[config.mk]
export PLATFORM = sky130hd
export DESIGN_NAME = ordered_list_engine_top
export DESIGN_NICKNAME = d
export VERILOG_FILES = /design/src/hw/rtl/ole_pkg.sv /design/src/hw/rtl/ole_datapath.sv /design/src/hw/rtl/ole_controller.sv /design/src/hw/rtl/ordered_list_engine_top.sv
export VERILOG_INCLUDE_DIRS = /design/src /design/src/hw/rtl
export SDC_FILE = /design/constraint.sdc
export NUM_CORES = 2
export LEC_CHECK = 0
export ABC_AREA = 1
export BUFFER_PORTS_ARGS = -buffer_cell sky130_fd_sc_hd__buf_2
export CORE_MARGIN = 2
export CORE_UTILIZATION = 35
export CTS_BUF_LIST = sky130_fd_sc_hd__clkbuf_8 sky130_fd_sc_hd__clkbuf_16
export CTS_CLUSTER_SIZE = 40
export DETAILED_ROUTE_END_ITERATION = 10
export GPL_ROUTABILITY_DRIVEN = 0
export PLACE_DENSITY = 0.47
export SYNTH_ARGS = -nofsm -noshare
export SYNTH_HDL_FRONTEND = slang
export SYNTH_SLANG_ARGS = --single-unit
export TNS_END_PERCENT = 5
[constraint.sdc]
create_clock -name clk -period 8.08 [get_ports clk]
set_input_delay 0.404 -clock clk [delete_from_list [all_inputs] [get_ports clk]]
set_output_delay 0.404 -clock clk [all_outputs]
set_load 0.02 [all_outputs]
[src/hw/rtl/assert_macros.svh]
// Assertion macros shared by the ordered list engine RTL.
`ifndef ASSERT_MACROS_SVH
`define ASSERT_MACROS_SVH

// Implication checked in the same cycle.
`define ASSERT_NOW(label, ante, cons, msg) \
	label: assert property (@(posedge clk) disable iff (!arst_n) (ante) |-> (cons)) \
		else $error(msg);

// Implication checked in the following cycle.
`define ASSERT_NEXT(label, ante, cons, msg) \
	label: assert property (@(posedge clk) disable iff (!arst_n) (ante) |=> (cons)) \
		else $error(msg);

`endif

[src/hw/rtl/ole_pkg.sv]
// Package with types and constants of the ordered list engine.
`default_nettype none

package ole_pkg;

	localparam int CAPACITY    = 16;
	localparam int IDX_W       = $clog2(CAPACITY);
	localparam int CNT_W       = $clog2(CAPACITY + 1);
	localparam int DATA_W      = 32;
	localparam int MODE_W      = 4;
	localparam int STAT_W      = 2;
	localparam int POS_W       = 4;
	localparam int OCC_W       = 5;
	localparam int IN_TDATA_W  = 72;
	localparam int OUT_TDATA_W = 48;

	typedef enum logic [MODE_W-1:0] {
		MODE_INS_HEAD  = 4'd0,
		MODE_INS_TAIL  = 4'd1,
		MODE_INS_SORT  = 4'd2,
		MODE_RM_HEAD   = 4'd3,
		MODE_RM_TAIL   = 4'd4,
		MODE_RM_KEY    = 4'd5,
		MODE_SEARCH    = 4'd6,
		MODE_INS_AFTER = 4'd7,
		MODE_CLEAR     = 4'd8
	} mode_t;

	typedef enum logic [STAT_W-1:0] {
		STAT_OK        = 2'd0,
		STAT_EMPTY     = 2'd1,
		STAT_NOT_FOUND = 2'd2,
		STAT_FULL      = 2'd3
	} status_t;

	typedef enum logic {
		CS_IDLE = 1'b0,
		CS_EXEC = 1'b1
	} ctl_state_t;

	// Commands from the controller to the datapath.
	typedef struct packed {
		logic load_op;
		logic commit;
	} ctl_cmd_t;

endpackage

`default_nettype wire

[src/hw/rtl/ole_datapath.sv]
// Datapath: operand registers, shift array of cells, entry count and result register.
`default_nettype none
`include "assert_macros.svh"

module ole_datapath
	import ole_pkg::*;
(
	input  wire logic                     clk,
	input  wire logic                     arst_n,
	input  wire ctl_cmd_t                 cmd,
	input  wire logic [MODE_W-1:0]        in_mode,
	input  wire logic signed [DATA_W-1:0] in_value,
	input  wire logic signed [DATA_W-1:0] in_key,
	output logic [OUT_TDATA_W-1:0]        out_data
);

	mode_t                     op_mode_q;
	logic signed [DATA_W-1:0]  op_value_q;
	logic signed [DATA_W-1:0]  op_key_q;
	logic signed [DATA_W-1:0]  cells_q [CAPACITY];
	logic signed [DATA_W-1:0]  cells_nxt [CAPACITY];
	logic [CNT_W-1:0]          count_q;
	logic [CNT_W-1:0]          count_nxt;
	logic [OUT_TDATA_W-1:0]    out_q;

	logic [CAPACITY-1:0] eq_vec;
	logic [CAPACITY-1:0] ge_vec;
	logic [IDX_W-1:0]    key_idx;
	logic                key_found;
	logic [IDX_W-1:0]    sort_idx;
	logic                full;
	logic                empty;
	logic                ins_en;
	logic                rm_en;
	logic                clr_en;
	logic [IDX_W-1:0]    at_idx;
	logic [DATA_W-1:0]   res_value;
	status_t             res_status;
	logic [POS_W-1:0]    res_pos;

	// Capture the operands of a new transfer
	always_ff @(posedge clk) begin
		if (cmd.load_op) begin
			op_mode_q  <= mode_t'(in_mode);
			op_value_q <= in_value;
			op_key_q   <= in_key;
		end
	end

	assign full  = (count_q == CNT_W'(CAPACITY));
	assign empty = (count_q == '0);

	// Compare every live cell against key and value in parallel
	always_comb begin
		for (int i = 0; i < CAPACITY; i++) begin
			eq_vec[i] = (CNT_W'(i) < count_q) && (cells_q[i] == op_key_q);
			ge_vec[i] = (CNT_W'(i) < count_q) && !(cells_q[i] < op_value_q);
		end
	end

	// Pick the first matching cell from the head
	always_comb begin
		key_idx   = '0;
		key_found = 1'b0;
		sort_idx  = IDX_W'(count_q);
		for (int i = CAPACITY - 1; i >= 0; i--) begin
			if (eq_vec[i]) begin
				key_idx   = IDX_W'(i);
				key_found = 1'b1;
			end
			if (ge_vec[i]) begin
				sort_idx = IDX_W'(i);
			end
		end
	end

	// Decode the operation into an insert, a removal, a search or a clear, with its status
	always_comb begin
		ins_en     = 1'b0;
		rm_en      = 1'b0;
		clr_en     = 1'b0;
		at_idx     = '0;
		res_value  = '0;
		res_status = STAT_OK;
		res_pos    = '0;
		unique case (op_mode_q)
			MODE_INS_HEAD: begin
				if (full) res_status = STAT_FULL;
				else ins_en = 1'b1;
			end
			MODE_INS_TAIL: begin
				if (full) res_status = STAT_FULL;
				else begin
					ins_en = 1'b1;
					at_idx = IDX_W'(count_q);
				end
			end
			MODE_INS_SORT: begin
				if (full) res_status = STAT_FULL;
				else begin
					ins_en = 1'b1;
					at_idx = sort_idx;
				end
			end
			MODE_RM_HEAD: begin
				if (empty) res_status = STAT_EMPTY;
				else begin
					rm_en     = 1'b1;
					res_value = cells_q[0];
				end
			end
			MODE_RM_TAIL: begin
				if (empty) res_status = STAT_EMPTY;
				else begin
					rm_en     = 1'b1;
					at_idx    = IDX_W'(count_q - 1'b1);
					res_value = cells_q[at_idx];
				end
			end
			MODE_RM_KEY: begin
				if (empty) res_status = STAT_EMPTY;
				else if (!key_found) res_status = STAT_NOT_FOUND;
				else begin
					rm_en     = 1'b1;
					at_idx    = key_idx;
					res_value = cells_q[key_idx];
				end
			end
			MODE_SEARCH: begin
				if (empty) res_status = STAT_EMPTY;
				else if (!key_found) res_status = STAT_NOT_FOUND;
				else res_pos = POS_W'(key_idx);
			end
			MODE_INS_AFTER: begin
				if (empty) res_status = STAT_EMPTY;
				else if (!key_found) res_status = STAT_NOT_FOUND;
				else if (full) res_status = STAT_FULL;
				else begin
					ins_en = 1'b1;
					at_idx = key_idx + 1'b1;
				end
			end
			MODE_CLEAR: clr_en = 1'b1;
			default: ;
		endcase
	end

	// Per-cell next value: hold, take the new value, shift toward tail or head
	for (genvar g = 0; g < CAPACITY; g++) begin : g_cell
		always_comb begin
			cells_nxt[g] = cells_q[g];
			if (ins_en) begin
				if (IDX_W'(g) == at_idx) cells_nxt[g] = op_value_q;
				else if (g > 0) begin
					if (IDX_W'(g) > at_idx) cells_nxt[g] = cells_q[(g > 0) ? g - 1 : 0];
				end
			end else if (rm_en) begin
				if (g < CAPACITY - 1) begin
					if (IDX_W'(g) >= at_idx) begin
						cells_nxt[g] = cells_q[(g < CAPACITY - 1) ? g + 1 : g];
					end
				end
			end
		end
	end

	// Next occupancy
	always_comb begin
		priority if (clr_en) count_nxt = '0;
		else if (ins_en) count_nxt = count_q + 1'b1;
		else if (rm_en) count_nxt = count_q - 1'b1;
		else count_nxt = count_q;
	end

	// Update cells on commit
	always_ff @(posedge clk) begin
		if (cmd.commit) begin
			for (int i = 0; i < CAPACITY; i++) begin
				cells_q[i] <= cells_nxt[i];
			end
		end
	end

	// Update entry count on commit
	always_ff @(posedge clk or negedge arst_n) begin
		if (!arst_n) begin
			count_q <= '0;
		end else if (cmd.commit) begin
			count_q <= count_nxt;
		end
	end

	// Load the result register on commit
	always_ff @(posedge clk) begin
		if (cmd.commit) begin
			out_q <= {(OUT_TDATA_W - DATA_W - STAT_W - POS_W - OCC_W)'(0),
				OCC_W'(count_nxt), res_pos, res_status, res_value};
		end
	end

	assign out_data = out_q;

	`ASSERT_NEXT(a_full_holds_count, cmd.commit && (res_status == STAT_FULL),
		$stable(count_q), "count changed on a full status")
	`ASSERT_NEXT(a_insert_grows, cmd.commit && ins_en,
		count_q == $past(count_q) + 1'b1, "insert did not grow the count")

endmodule

`default_nettype wire

[src/hw/rtl/ole_controller.sv]
// Controller: operation sequencing and result handshake.
`default_nettype none
`include "assert_macros.svh"

module ole_controller
	import ole_pkg::*;
(
	input  wire logic clk,
	input  wire logic arst_n,
	input  wire logic in_valid,
	output logic      in_ready,
	output logic      out_valid,
	input  wire logic out_ready,
	output ctl_cmd_t  cmd
);

	ctl_state_t state_q;
	ctl_state_t state_nxt;
	logic       out_valid_q;
	logic       out_valid_nxt;

	// State and result-valid registers
	always_ff @(posedge clk or negedge arst_n) begin
		if (!arst_n) begin
			state_q     <= CS_IDLE;
			out_valid_q <= 1'b0;
		end else begin
			state_q     <= state_nxt;
			out_valid_q <= out_valid_nxt;
		end
	end

	// Next state and commands
	always_comb begin
		state_nxt     = state_q;
		cmd.load_op   = 1'b0;
		cmd.commit    = 1'b0;
		in_ready      = 1'b0;
		out_valid_nxt = out_valid_q && !out_ready;
		unique case (state_q)
			CS_IDLE: begin
				in_ready    = 1'b1;
				cmd.load_op = in_valid;
				if (in_valid) state_nxt = CS_EXEC;
			end
			CS_EXEC: begin
				// commit once the result register is free or being drained
				if (!out_valid_q || out_ready) begin
					cmd.commit    = 1'b1;
					out_valid_nxt = 1'b1;
					state_nxt     = CS_IDLE;
				end
			end
			default: state_nxt = CS_IDLE;
		endcase
	end

	assign out_valid = out_valid_q;

	`ASSERT_NOW(a_no_overwrite, cmd.commit, !out_valid_q || out_ready,
		"result overwritten before transfer")
	`ASSERT_NEXT(a_commit_frees_input, cmd.commit, in_ready && out_valid,
		"commit did not return to idle with a result")

endmodule

`default_nettype wire

[src/hw/rtl/ordered_list_engine_top.sv]
// Top level of the ordered list engine.
//
// Channel   Dir  Fields (tdata, low bit up)
// s_axis    in   mode[3:0], value[35:4], key[67:36], zero pad to 72
// m_axis    out  result_value[31:0], status[33:32], position[37:34],
//                occupancy[42:38], zero pad to 48
//
// Each item is accepted, then all cells are compared/shifted and the result committed.
// The engine takes no new item until the previous one has committed.
// A result sits in the output register; a new item is taken while it waits.
// A stalled result holds the commit of the next item until it transfers.
// Reset clears the entry count and control state; cells need no clearing.
`default_nettype none

module ordered_list_engine_top
	import ole_pkg::*;
(
	input  wire logic                   clk,
	input  wire logic                   arst_n,
	input  wire logic                   s_tvalid,
	output logic                        s_tready,
	input  wire logic [IN_TDATA_W-1:0]  s_tdata,  // mode, value, key
	output logic                        m_tvalid,
	input  wire logic                   m_tready,
	output logic [OUT_TDATA_W-1:0]      m_tdata   // result_value, status, position, occupancy
);

	ctl_cmd_t cmd;

	ole_controller u_ctl (
		.clk       (clk),
		.arst_n    (arst_n),
		.in_valid  (s_tvalid),
		.in_ready  (s_tready),
		.out_valid (m_tvalid),
		.out_ready (m_tready),
		.cmd       (cmd)
	);

	ole_datapath u_dp (
		.clk      (clk),
		.arst_n   (arst_n),
		.cmd      (cmd),
		.in_mode  (s_tdata[MODE_W-1:0]),
		.in_value (s_tdata[MODE_W +: DATA_W]),
		.in_key   (s_tdata[MODE_W + DATA_W +: DATA_W]),
		.out_data (m_tdata)
	);

endmodule

`default_nettype wire

==> impl_metrics.yaml <==
worst_setup_path:
  rr_worst_depth: 16
  required_ps: 8530
  worst-setup-path-type: "flop to flop"
  critPathMaxFanout: 157
  crit_family: "simple AND/OR/NAND/NOR gates"
  critPathBufInv: 4
  slowest_delay_ps: 1170
  critPathLaunchType: "flop"
  r2r_start: "u_dp.op_key_q[10]"
  reg2reg_slack_ps: 520
  arrival_ps: 8010
  r2r-end: "u_dp.cells_q[10][0]"
  end_kind: "flop"
  crit_slowest_cell: "nor4_1"
  crit_chain: "xnor2_1 > nand4_1 > nor4_1 > nand4_1 > and2_1 > nand2_2 > nor2_1 > nand2_2 > nand2_1 > nor2_4 > inv_2 > nand2_4 > buf_4 > buf_12 > buf_4 > o21ai_0"
detailed_routing:
  routedWlPerCell_microns: 32.06
  wl_microns: 342300
  routed-wl-met3_microns: 43550
  drcViolationCount: 0
  drtPass1Iterations: 7
  vias: 66130
  routed.top_layer: "met5"
  m1WireLength_microns: 132300
  drtIter0Drc: 10150
  ant_nets: 0
  wl_met2_microns: 139200
  avgViaCountPerCell: 6.194
layout:
  final_area_sq_um: 66240
  nets: 8953
  layout_commonest_cell: "nand2_1"
  area_growth_syn_to_layout_pct: 11.29
  final_cell_count_no_fill: 10680
  final_layout_size_suffix_gt1_share_pct: 6.721
  nFillCells: 18040
  layout_common_cells: "2,503 x nand2_1, 841 x nand3_1, 772 x o21ai_0"
  regArea_sq_um: 18890
  multiInputGateArea_sq_um: 35790
run:
  maxCapViolations: 1
sta:
  max_slew_margin_pct: -7.889
  fmax_mhz: 132.2
  fin_crit_ps: 7563
  fin_crit_sh_pct: 93.60
  setup-tns-final_ps: 0
  hold_viol: 0
  finalWorstSetupSlack_ps: 517.5
  grt_setup_unrepaired: "false"
  setup_viol: 0
  skew_ps: 65.60
  worst_slew_pin_slew_ps: 1601
  slew_violations: 2
synthesis:
  syn_inst: 8432
  synthTopCellsByArea: "edfxtp_1 31%, nand2_1 16%, ha_1 11%"
  ys_ff_latch: 630
  ys.flop_type: "edfxtp_1"
  syn_area_sq_um: 59530
  synth_top_cell_area_share_pct: 31.43
  yosysWarnings: 0
  ys_seq_area_share_pct: 31.72
  synth_cell_types: 59
  syn_avg_cell_area_sq_um: 7.060
  yosysTopAreaCell: "edfxtp_1"
  synth_edf_count: 623
  synthArstFlopShare_pct: 1.111
run_status:
  status: "complete, but fails checks"
  violations: "max-capacitance violations, max-slew violations"
placement:
  place.port_buffers: 116
  dpl.hpwl_microns: 254700
  dp_cells: 10430
  post-place-ws_ps: 1271
  dpl_cell_area_sq_um: 62540
cts:
  hold_buffers: 71
  post-cts-setup-buffers: 0
  tritoncts: "built"
  numCtsBuffers: 90
  insertion_delay_ps: 780
  cts-root-buf: "clkbuf_16"
  cts.path.max_buffers: 3
  clk_pin_slew_ps: 60
  htreeDepth: 3
  clkSinkCount: 630
  ctsResizeCount: 0
die:
  ios: 126
  die_area_sq_um: 173400
  fp.dieH_microns: 416.4
  chipWidth_microns: 416.4
  coreArea_sq_um: 169100
  initial_core_util_pct: 35.20
  rows: 151
power:
  power.density_nw_per_um2: 332.2
  power.leakage_nw: 29.15
  ir_drop_mv: 0.2212
global_route:
  grt_pass1_vias: 59830
  grt_pass1_wl_microns: 469100
  antenna_found_initial: 10
  grt_util_all_layers_pct: 38.04
  overflow: 0
  grt_max_degree: 184
worst_hold_path:
  worstHoldPathType: "primary input to async pin"
## metal layers
metal | GRT usage [%] | vias to the layer above
li1 | - | 28870
met1 | 48.97 | 32050
met2 | 54.32 | 4369
met3 | 12.37 | 828
met4 | 24.68 | 18
met5 | 0 | -
## synthesized netlist by cell type, drive strengths merged (45+ instances only)
master,number
nor4,51
nand3,845
nand2,2515
o311ai,62
o22ai,84
xor2,133
ha,500
a21oi,585
buf,214
nand4,153
inv,692
edfxtp,623
nor2,227
xnor2,167
o21ai,959
clkbuf,347
nor3,45
## final cells by class
class | instances | area share, %
diodes | 7 | 0.02644
clock buffers | 92 | 3.458
clock inverters | 74 | 1.011
inverters | 695 | 3.961
multi-input cells | 6550 | 54.03
flip-flops and latches | 630 | 28.51
well taps | 2218 | 4.189
repair buffers | 410 | 4.816
## metrics by stage
stage,utilization (%),hold WS (ps),power (mW)
floorplan,-,108.4,11.92
global placement,36.99,251.3,16.97
detailed placement,36.99,253.0,17.11
CTS,39.16,23.39,21.41
global route,39.17,44.63,22.75
finish,39.18,55.55,22.01
## where the power goes
part           switching (mW)  internal [mW]  total, mW
Sequential               1.17           4.66       5.84
Combinational            8.75           3.18       11.9
Clock                    1.81           2.43       4.24
## cell families after synthesis
family | synth area share, %
other cells | 0.006300
compound gates | 17.25
simple gates | 27.53
buf+inv | 8.565
xor+xnor | 4.414
flops | 31.72
fa+ha+maj | 10.51
## worst max path at each step
stage                                  from                  end  slack (ps)  cells past startpoint
after floorplan           u_dp.op_key_q[30]   u_dp.cells_q[0][0]        1790                     26
after global placement     u_dp.op_key_q[1]  u_dp.cells_q[10][0]        1240                     16
after detailed placement  u_dp.op_key_q[17]  u_dp.cells_q[12][0]        1270                     18
after CTS                 u_dp.op_key_q[17]  u_dp.cells_q[12][5]        1230                     19
after global routing       u_dp.op_key_q[1]  u_dp.cells_q[12][9]         660                     17
final                     u_dp.op_key_q[10]  u_dp.cells_q[10][0]         520                     16
## flip-flops by register name, summed over array words and instances, names as in the netlist
| name | cells |
|---|---|
| u_dp.op_mode_q | 4 |
| u_dp.op_key_q | 32 |
| u_dp.out_data | 43 |
| u_ctl.out_valid | 1 |
| u_dp.cells_q | 512 |
| u_dp.op_value_q | 32 |
| u_ctl.state_q | 1 |
| u_dp.count_q | 5 |
(Power assumes the default switching activity.)
